`src/rtl/core/lta_pkg.sv`:
```
// Types and constants of the link transport arbiter.
package lta_pkg;

    // Item field widths
    localparam int unsigned TIME_W  = 32;
    localparam int unsigned CFG_W   = 16;
    localparam int unsigned IN_W    = 40;
    localparam int unsigned OUT_W   = 8;
    localparam int unsigned ADDR_W  = 4;
    localparam int unsigned APB_W   = 32;

    // Configuration register indexes
    localparam logic [1:0] REG_HEARTBEAT_TIMEOUT  = 2'd0;
    localparam logic [1:0] REG_PROBE_INTERVAL     = 2'd1;
    localparam logic [1:0] REG_PROBE_WINDOW       = 2'd2;
    localparam logic [1:0] REG_HEARTBEAT_INTERVAL = 2'd3;

    // Register reset values
    localparam logic [CFG_W-1:0] RST_HEARTBEAT_TIMEOUT  = 16'd3000;
    localparam logic [CFG_W-1:0] RST_PROBE_INTERVAL     = 16'd10000;
    localparam logic [CFG_W-1:0] RST_PROBE_WINDOW       = 16'd500;
    localparam logic [CFG_W-1:0] RST_HEARTBEAT_INTERVAL = 16'd1000;

    // Sleep synchronisation command
    typedef enum logic [1:0] {
        SYNC_NONE  = 2'd0,
        SYNC_SLEEP = 2'd1,
        SYNC_WAKE  = 2'd2
    } sync_cmd_t;

    // One decoded input item
    typedef struct packed {
        logic              local_sleeping;
        logic              remote_connected;
        logic              peer_known;
        logic              station_connected;
        logic              serial_heartbeat_seen;
        logic [TIME_W-1:0] now_time;
    } in_item_t;

    // One result item
    typedef struct packed {
        sync_cmd_t sleep_sync_cmd;
        logic      send_heartbeat;
        logic      release_serial;
        logic      send_probe;
        logic      acquire_serial;
        logic      route_select;
    } out_item_t;

endpackage

```
`src/rtl/core/link_transport_arbiter_unit.sv`:
```
// Top level of the link transport arbiter: input stage, decision logic, result stage.
//
//  channel   | direction | handshake        | payload
//  ----------+-----------+------------------+------------------------------------------
//  s_*       | in        | tvalid / tready  | tick: time stamp and five status flags
//  m_*       | out       | tvalid / tready  | decision: route, serial and sync commands
//  APB       | in        | psel / penable   | four 16-bit timing registers
//
// An item is accepted into the input register and leaves through the result register,
// from which its result is offered; a stall on the result side can hold it in either.
// One item is taken every cycle while the result side keeps taking results.
// The decision and all state updates happen in the single step between the two registers.
// Reset clears the state, loads the default timings and empties both stages.
// With the result side stalled the block holds one item in each stage, then drops s_tready.
module link_transport_arbiter_unit
(
    input  logic                          clk,
    input  logic                          rst_n,
    // Fields from bit 0: now_time[31:0], serial_heartbeat_seen, station_connected,
    // peer_known, remote_connected, local_sleeping, zero padding[39:37]
    input  logic                          s_tvalid,
    output logic                          s_tready,
    input  logic [lta_pkg::IN_W-1:0]      s_tdata,
    // Fields from bit 0: route_select, acquire_serial, send_probe, release_serial,
    // send_heartbeat, sleep_sync_cmd[6:5], zero padding[7]
    output logic                          m_tvalid,
    input  logic                          m_tready,
    output logic [lta_pkg::OUT_W-1:0]     m_tdata,
    // Configuration port
    input  logic                          psel,
    input  logic                          penable,
    input  logic                          pwrite,
    input  logic [lta_pkg::ADDR_W-1:0]    paddr,
    input  logic [lta_pkg::APB_W-1:0]     pwdata,
    output logic [lta_pkg::APB_W-1:0]     prdata,
    output logic                          pready
);
    import lta_pkg::*;

    // Configuration registers
    logic [CFG_W-1:0] hb_timeout_reg;
    logic [CFG_W-1:0] probe_interval_reg;
    logic [CFG_W-1:0] probe_window_reg;
    logic [CFG_W-1:0] hb_interval_reg;
    logic             cfg_write;
    logic [1:0]       reg_index;

    // Stage registers
    logic             in_valid_reg;
    in_item_t         in_item_reg;
    logic             out_valid_reg;
    out_item_t        out_item_reg;
    out_item_t        out_item_next;
    logic             advance;

    // Arbitration state
    logic [TIME_W-1:0] last_serial_beat_reg, last_serial_beat_next;
    logic              serial_ever_seen_reg, serial_ever_seen_next;
    logic [TIME_W-1:0] probe_window_end_reg, probe_window_end_next;
    logic [TIME_W-1:0] last_probe_time_reg, last_probe_time_next;
    logic [TIME_W-1:0] last_beat_sent_reg, last_beat_sent_next;
    logic              sleep_synced_reg, sleep_synced_next;
    logic              synced_sleep_mode_reg, synced_sleep_mode_next;

    // Decision terms
    logic [TIME_W-1:0] now;
    logic [TIME_W-1:0] since_beat;
    logic [TIME_W-1:0] since_probe;
    logic [TIME_W-1:0] past_window;
    logic [TIME_W-1:0] since_sent;
    logic              fresh;
    logic              grace;
    logic              want_wireless;
    logic              probe_due;
    logic              window_closed;
    logic              beat_due;

    assign pready    = 1'b1;
    assign reg_index = paddr[ADDR_W-1:2];
    assign cfg_write = psel && penable && pwrite && pready;

    // Register write
    always_ff @(posedge clk or negedge rst_n)
    begin
        if (!rst_n)
        begin
            hb_timeout_reg     <= RST_HEARTBEAT_TIMEOUT;
            probe_interval_reg <= RST_PROBE_INTERVAL;
            probe_window_reg   <= RST_PROBE_WINDOW;
            hb_interval_reg    <= RST_HEARTBEAT_INTERVAL;
        end
        else if (cfg_write)
        begin
            unique case (reg_index)
                REG_HEARTBEAT_TIMEOUT:  hb_timeout_reg     <= pwdata[CFG_W-1:0];
                REG_PROBE_INTERVAL:     probe_interval_reg <= pwdata[CFG_W-1:0];
                REG_PROBE_WINDOW:       probe_window_reg   <= pwdata[CFG_W-1:0];
                REG_HEARTBEAT_INTERVAL: hb_interval_reg    <= pwdata[CFG_W-1:0];
                default:                hb_interval_reg    <= hb_interval_reg;
            endcase
        end
    end

    // Register read
    always_comb
    begin
        unique case (reg_index)
            REG_HEARTBEAT_TIMEOUT:  prdata = {{(APB_W-CFG_W){1'b0}}, hb_timeout_reg};
            REG_PROBE_INTERVAL:     prdata = {{(APB_W-CFG_W){1'b0}}, probe_interval_reg};
            REG_PROBE_WINDOW:       prdata = {{(APB_W-CFG_W){1'b0}}, probe_window_reg};
            REG_HEARTBEAT_INTERVAL: prdata = {{(APB_W-CFG_W){1'b0}}, hb_interval_reg};
            default:                prdata = '0;
        endcase
    end

    // Stage handshakes: the input stage moves on when the result stage is free or draining.
    assign advance  = in_valid_reg && (!out_valid_reg || m_tready);
    assign s_tready = !in_valid_reg || advance;
    assign m_tvalid = out_valid_reg;
    assign m_tdata  = {1'b0, out_item_reg};

    // Stage valid flags
    always_ff @(posedge clk or negedge rst_n)
    begin
        if (!rst_n)
        begin
            in_valid_reg  <= 1'b0;
            out_valid_reg <= 1'b0;
        end
        else
        begin
            if (s_tready)
            begin
                in_valid_reg <= s_tvalid;
            end
            if (advance)
            begin
                out_valid_reg <= 1'b1;
            end
            else if (m_tready)
            begin
                out_valid_reg <= 1'b0;
            end
        end
    end

    // Stage payloads
    always_ff @(posedge clk)
    begin
        if (s_tvalid && s_tready)
        begin
            in_item_reg <= in_item_t'(s_tdata[IN_W-4:0]);
        end
        if (advance)
        begin
            out_item_reg <= out_item_next;
        end
    end

    // Time differences, all modulo 2^32
    assign now         = in_item_reg.now_time;
    assign since_beat  = now - last_serial_beat_next;
    assign since_probe = now - last_probe_time_reg;
    assign past_window = now - probe_window_end_reg;
    assign since_sent  = now - last_beat_sent_reg;

    // Freshness of the serial link and the route choice
    always_comb
    begin
        last_serial_beat_next = in_item_reg.serial_heartbeat_seen ? now : last_serial_beat_reg;
        serial_ever_seen_next = serial_ever_seen_reg || in_item_reg.serial_heartbeat_seen;
        fresh = (last_serial_beat_next != '0)
             && (since_beat < {{(TIME_W-CFG_W){1'b0}}, hb_timeout_reg});
        grace = (last_serial_beat_next == '0)
             && (now < {{(TIME_W-CFG_W){1'b0}}, hb_timeout_reg});
        want_wireless = !fresh && !grace && in_item_reg.station_connected
                     && in_item_reg.peer_known && !serial_ever_seen_next;
        probe_due     = since_probe >= {{(TIME_W-CFG_W){1'b0}}, probe_interval_reg};
        window_closed = (probe_window_end_reg != '0) && !past_window[TIME_W-1];
        beat_due      = since_sent >= {{(TIME_W-CFG_W){1'b0}}, hb_interval_reg};
    end

    // Decision and next state
    always_comb
    begin
        out_item_next          = '0;
        out_item_next.sleep_sync_cmd = SYNC_NONE;
        probe_window_end_next  = probe_window_end_reg;
        last_probe_time_next   = last_probe_time_reg;
        last_beat_sent_next    = last_beat_sent_reg;
        sleep_synced_next      = sleep_synced_reg;
        synced_sleep_mode_next = synced_sleep_mode_reg;

        // Route and serial probing
        if (!want_wireless)
        begin
            probe_window_end_next        = '0;
            out_item_next.acquire_serial = 1'b1;
        end
        else
        begin
            out_item_next.route_select = 1'b1;
            priority if (probe_due)
            begin
                last_probe_time_next         = now;
                probe_window_end_next        = now + {{(TIME_W-CFG_W){1'b0}}, probe_window_reg};
                out_item_next.acquire_serial = 1'b1;
                out_item_next.send_probe     = 1'b1;
            end
            else if (window_closed)
            begin
                probe_window_end_next        = '0;
                out_item_next.release_serial = 1'b1;
            end
            else
            begin
                probe_window_end_next        = probe_window_end_reg;
            end
        end

        // Outgoing heartbeat
        if (beat_due)
        begin
            last_beat_sent_next          = now;
            out_item_next.send_heartbeat = 1'b1;
        end

        // Sleep synchronisation with the remote unit
        priority if (!in_item_reg.remote_connected)
        begin
            sleep_synced_next = 1'b0;
        end
        else if (!sleep_synced_reg || (in_item_reg.local_sleeping != synced_sleep_mode_reg))
        begin
            out_item_next.sleep_sync_cmd = in_item_reg.local_sleeping ? SYNC_SLEEP : SYNC_WAKE;
            sleep_synced_next            = 1'b1;
            synced_sleep_mode_next       = in_item_reg.local_sleeping;
        end
        else
        begin
            sleep_synced_next            = sleep_synced_reg;
        end
    end

    // State update, once per item leaving the input stage
    always_ff @(posedge clk or negedge rst_n)
    begin
        if (!rst_n)
        begin
            last_serial_beat_reg  <= '0;
            serial_ever_seen_reg  <= 1'b0;
            probe_window_end_reg  <= '0;
            last_probe_time_reg   <= '0;
            last_beat_sent_reg    <= '0;
            sleep_synced_reg      <= 1'b0;
            synced_sleep_mode_reg <= 1'b0;
        end
        else if (advance)
        begin
            last_serial_beat_reg  <= last_serial_beat_next;
            serial_ever_seen_reg  <= serial_ever_seen_next;
            probe_window_end_reg  <= probe_window_end_next;
            last_probe_time_reg   <= last_probe_time_next;
            last_beat_sent_reg    <= last_beat_sent_next;
            sleep_synced_reg      <= sleep_synced_next;
            synced_sleep_mode_reg <= synced_sleep_mode_next;
        end
    end

endmodule

```
`config.mk`:
```
export PLATFORM = sky130hd
export DESIGN_NAME = link_transport_arbiter_unit
export DESIGN_NICKNAME = d
export VERILOG_FILES = /design/src/rtl/core/lta_pkg.sv /design/src/rtl/core/link_transport_arbiter_unit.sv
export SDC_FILE = /design/constraint.sdc
export NUM_CORES = 1
export LEC_CHECK = 0
export BUFFER_PORTS_ARGS = -buffer_cell sky130_fd_sc_hd__buf_2
export CORE_MARGIN = 2
export CORE_UTILIZATION = 35
export DETAILED_ROUTE_END_ITERATION = 10
export HOLD_SLACK_MARGIN = 0.02
export PLACE_DENSITY = 0.47
export SYNTH_ARGS = -nofsm -noshare
export SYNTH_HDL_FRONTEND = slang
export SYNTH_SLANG_ARGS = --single-unit
```
`constraint.sdc`:
```
create_clock -name clk -period 7.4 [get_ports clk]
set_input_delay 0.37 -clock clk [delete_from_list [all_inputs] [get_ports clk]]
set_output_delay 0.37 -clock clk [all_outputs]
set_load 0.01 [all_outputs]
```
==> results.sh, run 1 <==
export IMPL_max_freq_mhz=155
export IMPL_postCtsResizedCells=0
export IMPL_core_area_um2=52800
export IMPL_setup_viol=0
export IMPL_num_antenna_cells=0
export IMPL_rows=84
export IMPL_yosysWarnings=0
export IMPL_design_area_um2=21400
export IMPL_antenna_found_initial=0
export IMPL_synth_common_cells="ha_1, nand2_1, dfrtp_1"
export IMPL_power_density_nw_per_um2=257
export IMPL_cap_viol_max_count=0
export IMPL_grt_max_degree=82
export IMPL_cts_buffers=31
export IMPL_slew_viol_final=0
export IMPL_cp_max_fo=23
export IMPL_fin_skew_ns=0.0359
export IMPL_yosysMostFrequentCell="ha_1"
export IMPL_dieArea_um2=55400
export IMPL_drc=0
export IMPL_ys_seq_area_share_pct=33.5
export IMPL_cts_root_buf="clkbuf_16"
export IMPL_setup_tns_ns=0
export IMPL_slowest_delay_ns=0.99
export IMPL_synth_area_per_cell_um2=9.44
export IMPL_final_cells=2823
export IMPL_grt_remaining_overflow=0
export IMPL_clk_path_buf_depth=3
export IMPL_setup_worst_path_class="reg2reg"
export IMPL_period_minus_slack_ns=6.45
export IMPL_synth_ff_latch_count=241
export IMPL_nFillCells=5270
export IMPL_wl_per_cell_um=20.3
export IMPL_dp_hpwl_mm=44.9
export IMPL_routed_wl_mm=57.4
export IMPL_grt_pass1_vias=15238
export IMPL_crit_family="simple AND/OR/NAND/NOR gates"
export IMPL_yosys_top_cells_area="dfrtp_1, ha_1, edfxtp_1"
export IMPL_postPlaceCellArea_um2=19900
export IMPL_grtUsageTotal_pct=20.5
export IMPL_hp_class="in2reg"
export IMPL_grt_pass1_wl_mm=88.7
export IMPL_hold_violations=0
export IMPL_worst_path_buf_inv=1
export IMPL_synth_area_leader_cell="dfrtp_1"
export IMPL_endpoint_kind="register"
export IMPL_ant_nets=0
export IMPL_post_route_period_util_pct=87.1
export IMPL_maxSlewHeadroom_pct=28.5
export IMPL_io_pins=126
export IMPL_crit_arrival_ns=6.91
export IMPL_crit_required_ns=7.87
export IMPL_multi_input_area_um2=11400
export IMPL_synth_async_reset_ratio_pct=81.7
export IMPL_power_total_mw=5.51
export IMPL_hold_slack_ns=0.0474
export IMPL_post_place_ws_ns=0.900
export IMPL_firstDrtPassIters=7
export IMPL_place_port_buffers=86
export IMPL_cts_max_level=1
export IMPL_vias_per_cell=5.43
export IMPL_clkTransAtPathRegs_ns=0.06
export IMPL_synth_top_area_share_pct=23.1
export IMPL_ys_types=93
export IMPL_synth_enable_flop_cells=44
export IMPL_cts_sinks=241
export IMPL_syn_inst=1983
export IMPL_vias=15322
export IMPL_drive_gt1_share_pct=15.0
export IMPL_status="finished, final reports clean"
export IMPL_cp_slowest_cell="edfxtp_1"
export IMPL_rsz0062_at_grt="no"
export IMPL_die_y_um=235
export IMPL_leakagePower_nw=9.37
export IMPL_synthesis_area_um2=18700
export IMPL_fin_nets=2400
export IMPL_start_util_pct=35.5
export IMPL_fin_ws_ns=0.955
export IMPL_crit_path_cell_trace="mux2i_1 > ha_1 > nand4_1 > or3_1 > o211ai_1 > a31oi_1 > xnor2_1 > ha_1 > nand4_1 > nor3_1 > o21ai_0 > a21oi_1 > nor4b_1 > nand3_1 > or4_4 > o31a_1 > nand3b_4 > buf_4 > mux2_2"
export IMPL_place_gp_congestion=0.873
export IMPL_synth_flop_cell="dfrtp_1"
export IMPL_clock_latency_ns=0.61
export IMPL_final_util_pct=40.6
export IMPL_start_kind="register"
export IMPL_first_iter_violations=827
export IMPL_seqCellArea_um2=6280
export IMPL_ir_worst_vdd_mv=0.185
export IMPL_dp_cells=2717
export IMPL_area_growth_pct=14.5
export IMPL_worstMarginPinSlew_ns=1.07
export IMPL_cts_tree="yes"
export IMPL_die_w_um=235
-- logic make-up (layout without fill, tap and decap cells) --
family / after synthesis / after routing / synth area share (%)
AOI/OAI and AO/OA: 529 / 529 / 18.6
and+or+nand+nor: 491 / 491 / 13.1
buffers and inverters: 258 / 394 / 5.96
DFF: 241 / 241 / 33.5
adders and majority gates: 207 / 207 / 14.0
muxes: 158 / 158 / 10.2
xor gates and xnor gates: 97 / 97 / 4.54
other: 2 / 18 / 0.0401
-- where the power goes --
part | switching, mW | total [mW] | internal, mW
sequential | 0.170 | 1.74 | 1.57
clock | 0.630 | 1.59 | 0.961
combinational | 1.27 | 2.18 | 0.915
-- area by class of cell --
| cell class | instances | area share [%] |
|---|---|---|
| Tap cell | 688 | 4.02 |
| Clock buffer | 46 | 4.27 |
| Inverter | 169 | 2.96 |
| Clock inverter | 12 | 0.753 |
| Sequential cell | 241 | 29.3 |
| Multi-Input combinational cell | 1500 | 53.2 |
| Timing Repair Buffer | 167 | 5.51 |
-- cell usage in the layout, fill, tap and decap left out, drive strengths merged, types with 26 or more instances in the layout --
cell type    instances
nand3               40
nand4               39
nor2                83
o2bb2ai             30
xor2                39
o211ai              26
o21ai              137
a21oi              149
clkbuf              47
mux2i               46
inv                169
a21o                39
buf                118
nand2              174
xnor2               58
dfrtp              173
dlygate4sd3         48
ha                 203
edfxtp              44
mux2                96
-- per-layer routing --
metal	GRT usage, %	vias to the layer above	share of wire (%)
li1	-	7471	-
met1	27.8	7537	48
met2	34.7	252	47
met3	2.74	62	3.1
met4	5.02	0	2.5
met5	0	-	0
-- timing repair --
item	CTS	global route
hold buffers	48	0
setup buffers	0	0
endpoints found under the hold margin	116	0
-- path summary, 6_finish.rpt --
kind                            cells after the start                             start                            endpoint  slack [ns]
worst max-delay path                               19         in_item_reg[32]$_DFFE_PP_  last_probe_time_reg[4]$_DFFE_PN0P_        0.95
worst min-delay path                                3                        pwdata[14]  probe_interval_reg[14]$_DFFE_PN0P_        0.05
worst max register to register                     19         in_item_reg[32]$_DFFE_PP_  last_probe_time_reg[4]$_DFFE_PN0P_        0.95
worst min register to register                      1  serial_ever_seen_reg$_DFFE_PN0P_    serial_ever_seen_reg$_DFFE_PN0P_        0.48
max in group asynchronous                           3                             rst_n  last_probe_time_reg[3]$_DFFE_PN0P_        5.64
min in group asynchronous                           2                             rst_n       hb_timeout_reg[1]$_DFFE_PN0P_        0.38
-- worst register-to-register path, delay by kind of cell, from the launching register on --
kind            cells  cell delay, ns
compound gates      5            1.44
xor+xnor            1            0.22
fa+ha+maj           2            0.76
buf+inv             1            0.30
flops               1            0.99
mux                 2            0.57
simple gates        8            2.03
Note: power is estimated with default switching activity, not from simulation.
==> inputs of run 2 (changes only) <==
- CORE_ASPECT_RATIO: default -> 1.75
==> results.sh, run 2 (synthesized netlist as in run 1, its figures left out) <==
export IMPL_final_cell_mix="ha_1, nand2_1, dfrtp_1"
export IMPL_io_pins=126
export IMPL_cts_buffers=27
export IMPL_ant_nets=0
export IMPL_num_antenna_cells=0
export IMPL_wl_met1_mm=23.7
export IMPL_die_w_um=179
export IMPL_hp_class="in2reg"
export IMPL_worst_path_buf_inv=1
export IMPL_crit_family="simple AND/OR/NAND/NOR gates"
export IMPL_crit_required_ns=7.84
export IMPL_routed_wl_mm=60.5
export IMPL_crit_path_cell_trace="mux2i_1 > ha_1 > nand4_1 > or3_1 > o211ai_1 > a31oi_1 > xnor2_1 > ha_1 > nand4_1 > o21ai_0 > a221oi_1 > nor4b_1 > nand3_1 > or4_4 > o31a_1 > nand3b_4 > buf_4 > mux2_1"
export IMPL_antenna_found_initial=3
export IMPL_core_area_um2=53100
export IMPL_grt_pass1_vias=15350
export IMPL_grt_remaining_overflow=0
export IMPL_clkTransAtPathRegs_ns=0.06
export IMPL_setup_viol=0
export IMPL_start_kind="register"
export IMPL_cp_slowest_cell="edfxtp_1"
export IMPL_start_util_pct=35.3
export IMPL_place_gp_congestion=0.900
export IMPL_post_route_period_util_pct=84.2
export IMPL_post_cts_setup_buffers=0
export IMPL_vias_per_cell=5.46
export IMPL_status="finished, final reports clean"
export IMPL_die_y_um=310
export IMPL_first_iter_violations=924
export IMPL_fin_nets=2387
export IMPL_slew_viol_final=0
export IMPL_clk_path_buf_depth=3
export IMPL_hold_violations=0
export IMPL_ir_worst_vdd_mv=0.172
export IMPL_area_growth_pct=13.1
export IMPL_design_area_um2=21200
export IMPL_crit_arrival_ns=6.68
export IMPL_slowest_delay_ns=0.94
export IMPL_cp_max_fo=17
export IMPL_vias=15306
export IMPL_wl_per_cell_um=21.6
export IMPL_fin_skew_ns=0.0126
export IMPL_leakagePower_nw=9.26
export IMPL_setup_tns_ns=0
export IMPL_cts_sinks=241
export IMPL_final_util_pct=39.9
export IMPL_firstDrtPassIters=5
export IMPL_final_common_cell="ha_1"
export IMPL_endpoint_kind="register"
export IMPL_power_density_nw_per_um2=253
export IMPL_rsz0062_at_grt="no"
export IMPL_cts_root_buf="clkbuf_16"
export IMPL_maxSlewHeadroom_pct=34.5
export IMPL_period_minus_slack_ns=6.23
export IMPL_grt_pass1_wl_mm=92.1
export IMPL_grt_max_degree=105
export IMPL_rows=112
export IMPL_drive_gt1_share_pct=14.8
export IMPL_setup_worst_path_class="reg2reg"
export IMPL_dp_hpwl_mm=47.9
export IMPL_grtUsageTotal_pct=22.0
export IMPL_cap_viol_max_count=0
export IMPL_wl_met3_mm=2.12
export IMPL_dr_wl_met2_mm=31.8
export IMPL_power_total_mw=5.36
export IMPL_postPlaceCellArea_um2=19900
export IMPL_worstMarginPinSlew_ns=0.983
export IMPL_cts_max_level=1
export IMPL_routed_top_layer="met5"
export IMPL_dieArea_um2=55400
export IMPL_clock_latency_ns=0.56
export IMPL_drc=0
export IMPL_cts_tree="yes"
export IMPL_place_port_buffers=86
export IMPL_max_freq_mhz=160
[run 2: cell types whose count changed in the layout (fill, tap and decap cells not counted)]
| cell | before | now |
|---|---|---|
| clkinv_1 | 1 | 2 |
| clkbuf_16 | 33 | 27 |
| dlygate4sd3_1 | 48 | 38 |
| bufinv_16 | 3 | 4 |
| clkbuf_1 | 9 | 7 |
| clkbuf_8 | 5 | 3 |
| inv_6 | 0 | 1 |
| inv_16 | 1 | 0 |
| buf_8 | 0 | 1 |
| clkinvlp_4 | 3 | 1 |
| buf_4 | 32 | 33 |
[run 2: final timing paths]
kind	cells past startpoint	slack, ns	startpoint	endpoint
max in group asynchronous	3	5.69	rst_n	m_tvalid$_DFFE_PN0P_
worst min-delay path	3	0.05	pwdata[10]	probe_interval_reg[10]$_DFFE_PN1P_
min in group asynchronous	2	0.44	rst_n	last_probe_time_reg[8]$_DFFE_PN0P_
worst max register to register	18	1.17	in_item_reg[32]$_DFFE_PP_	last_probe_time_reg[11]$_DFFE_PN0P_
worst min register to register	1	0.48	serial_ever_seen_reg$_DFFE_PN0P_	serial_ever_seen_reg$_DFFE_PN0P_
worst max-delay path	18	1.17	in_item_reg[32]$_DFFE_PP_	last_probe_time_reg[11]$_DFFE_PN0P_
[run 2: through the flow]
step / hold slack (ns) / setup slack [ns] / cells
2_1_floorplan: 0.0744 / 1.89 / 1999
3_3_place_gp: 0.453 / 1.16 / 2714
3_5_place_dp: 0.462 / 1.18 / 2714
4_1_cts: 0.0295 / 1.16 / 2801
5_1_grt: 0.0533 / 0.701 / 2801
6_report: 0.0537 / 1.17 / 2801
[run 2: power breakdown]
group | leakage [nW] | switching (mW) | internal (mW)
clock network | 0.445 | 0.585 | 0.841
logic | 5.97 | 1.27 | 0.911
registers | 2.85 | 0.173 | 1.57
[run 2: worst reg2reg max path, cell delays in order (launching register included)]
cell	delay, ns
edfxtp_1	0.94
mux2i_1	0.24
ha_1	0.50
nand4_1	0.19
or3_1	0.34
o211ai_1	0.62
a31oi_1	0.21
xnor2_1	0.23
ha_1	0.28
nand4_1	0.16
o21ai_0	0.13
a221oi_1	0.20
nor4b_1	0.28
nand3_1	0.10
or4_4	0.45
o31a_1	0.37
nand3b_4	0.26
buf_4	0.29
mux2_1	0.35
[run 2: final cells by class]
| cell class | instances | area, um^2 |
|---|---|---|
| inverters | 169 | 634 |
| flip-flops and latches | 241 | 6280 |
| clock buffers | 37 | 743 |
| multi-input cells | 1500 | 11400 |
| clock inverters | 12 | 169 |
| fillers | 5321 | 31900 |
| well taps | 684 | 856 |
| repair buffers | 158 | 1090 |
[run 2: per-layer routing]
metal	vias up	global-route usage, %
met5	-	0
met4	6	9.62
met3	101	2.10
met2	323	41.2
met1	7426	24.9
li1	7450	-
[run 2: repair_timing]
action / in CTS / in global routing
hold buffers: 38 / 0
endpoints found under the hold margin: 119 / 0
setup endpoints to repair: 0 / 0
gates resized for setup: 0 / 0
==> inputs of run 3 (changes only) <==
- PLACE_DENSITY: 0.47 -> 0.49
- clock period: 7.4 -> 5.62 ns (I/O delays scaled with it)
==> results.sh, run 3 (synthesized netlist as in run 1, its figures left out) <==
export IMPL_use_met2_pct=42.6
export IMPL_die_y_um=310
export IMPL_top_usage_layer="met2"
export IMPL_final_common_cell="ha_1"
export IMPL_dieArea_um2=55400
export IMPL_power_density_nw_per_um2=328
export IMPL_grt_max_degree=105
export IMPL_firstDrtPassIters=8
export IMPL_area_growth_pct=19.9
export IMPL_hold_violations=0
export IMPL_cp_slowest_cell="or4_4"
export IMPL_fin_skew_ns=0.0184
export IMPL_period_minus_slack_ns=5.34
export IMPL_p_sw_share_pct=37.9
export IMPL_final_cell_mix="ha_1, dfrtp_1, nand2_1"
export IMPL_cap_viol_max_count=0
export IMPL_slew_viol_final=0
export IMPL_grt_pass1_vias=16108
export IMPL_io_pins=126
export IMPL_crit_family="simple AND/OR/NAND/NOR gates"
export IMPL_ir_worst_vdd_mv=0.227
export IMPL_routed_wl_mm=63.4
export IMPL_p_clk_share_pct=26.4
export IMPL_crit_path_cell_trace="buf_4 > buf_4 > mux2_2 > ha_1 > fa_2 > nand2b_4 > a21oi_4 > o2111ai_4 > a21oi_1 > or2_1 > xor2_1 > ha_1 > nor2b_1 > o21ai_2 > o2111ai_2 > nor4b_2 > nand3_1 > or4_4 > o31a_1 > nand3b_4 > buf_6 > buf_12 > mux2_2"
export IMPL_worstMarginPinSlew_ns=0.983
export IMPL_place_port_buffers=86
export IMPL_leakagePower_nw=9.89
export IMPL_cts_buffers=27
export IMPL_ant_nets=0
export IMPL_status="finished, final reports clean"
export IMPL_cts_root_buf="clkbuf_16"
export IMPL_start_kind="register"
export IMPL_maxSlewHeadroom_pct=34.5
export IMPL_cts_sinks=241
export IMPL_crit_arrival_ns=5.79
export IMPL_max_freq_mhz=187
export IMPL_drc=0
export IMPL_postPlaceCellArea_um2=20400
export IMPL_first_iter_violations=829
export IMPL_grt_remaining_overflow=0
export IMPL_start_util_pct=35.3
export IMPL_vias_per_cell=5.47
export IMPL_place_gp_congestion=0.902
export IMPL_cts_tree="yes"
export IMPL_rows=112
export IMPL_vias=15954
export IMPL_clock_latency_ns=0.58
export IMPL_fin_nets=2501
export IMPL_slowest_delay_ns=0.47
export IMPL_setup_tns_ns=0
export IMPL_post_route_period_util_pct=95.0
export IMPL_dp_hpwl_mm=50.3
export IMPL_p_sw_mw=2.79
export IMPL_hold_slack_ns=0.353
export IMPL_clk_path_buf_depth=3
export IMPL_antenna_found_initial=4
export IMPL_grtUsageTotal_pct=23.0
export IMPL_design_area_um2=22400
export IMPL_grtUsageMet1_pct=25.5
export IMPL_endpoint_kind="register"
export IMPL_intPower_mw=4.57
export IMPL_drive_gt1_share_pct=19.7
export IMPL_setup_worst_path_class="reg2reg"
export IMPL_crit_required_ns=6.07
export IMPL_setup_viol=0
export IMPL_cp_max_fo=12
export IMPL_grt_pass1_wl_mm=95.9
export IMPL_power_frac_seq_pct=31.1
export IMPL_clkTransAtPathRegs_ns=0.06
export IMPL_hp_class="in2async"
export IMPL_core_area_um2=53100
export IMPL_wl_per_cell_um=21.7
export IMPL_worst_path_buf_inv=4
export IMPL_die_w_um=179
export IMPL_met3_usage_pct=1.75
export IMPL_power_frac_comb_pct=42.5
export IMPL_rsz0062_at_grt="no"
export IMPL_cts_max_level=1
[run 3: layer usage]
layer	vias to the layer above	part of all wire, %
met5	-	0.017
met3	118	3.1
met4	2	6.1
met1	7823	39
met2	357	52
li1	7654	-
[run 3: stage by stage]
stage	instances	power (mW)	util (%)	setup WS, ns
finish	2917	7.36	42.3	0.283
global route	2917	7.87	42.3	0.00304
CTS	2879	7.31	41.3	0.0851
detailed placement	2772	5.30	38.4	-0.0276
global placement	2772	5.26	38.4	0.00877
floorplan	1999	4.32	-	0.110
[run 3: repair_timing]
action | 4_1_cts | 5_1_grt
gates cloned | 0 | 2
resized for setup | 1 | 47
endpoints found under the setup margin | 44 | 98
pin swaps | 0 | 25
hold buffers | 57 | 0
hold endpoints to repair | 167 | 0
buffers inserted | 0 | 35
[run 3: power groups by stage]
stage          combinational (mW)  sequential, mW  clock, mW
2_1_floorplan                2.09            2.23          0
3_3_place_gp                 2.94            2.32          0
3_5_place_dp                 2.97            2.33          0
4_1_cts                      3.02            2.30       1.99
5_1_grt                      3.50            2.32       2.06
6_report                     3.13            2.29       1.94
[run 3: layout make-up]
type / count / area [um^2]
diodes: 1 / 2.50
clock buffers: 34 / 743
clock inverters: 16 / 206
fillers: 5219 / 30700
inverters: 169 / 634
multi-input cells: 1500 / 11600
flip-flops and latches: 241 / 6280
well taps: 684 / 856
repair buffers: 272 / 2150
[run 3: path summary, 6_finish.rpt]
check                                                    from                                    to  slack, ns  cells past startpoint
max in group asynchronous                               rst_n  last_serial_beat_reg[22]$_DFFE_PN0P_       4.17                      3
setup reg to reg                             now[0]$_DFFE_PP_    last_probe_time_reg[0]$_DFFE_PN0P_       0.28                     23
hold reg to reg            last_probe_time_reg[9]$_DFFE_PN0P_    last_probe_time_reg[9]$_DFFE_PN0P_       0.49                      1
hold / removal                                          rst_n     probe_interval_reg[5]$_DFFE_PN0P_       0.35                      2
setup / recovery                             now[0]$_DFFE_PP_    last_probe_time_reg[0]$_DFFE_PN0P_       0.28                     23
min in group clk                                      penable         hb_timeout_reg[7]$_DFFE_PN1P_       0.37                      6
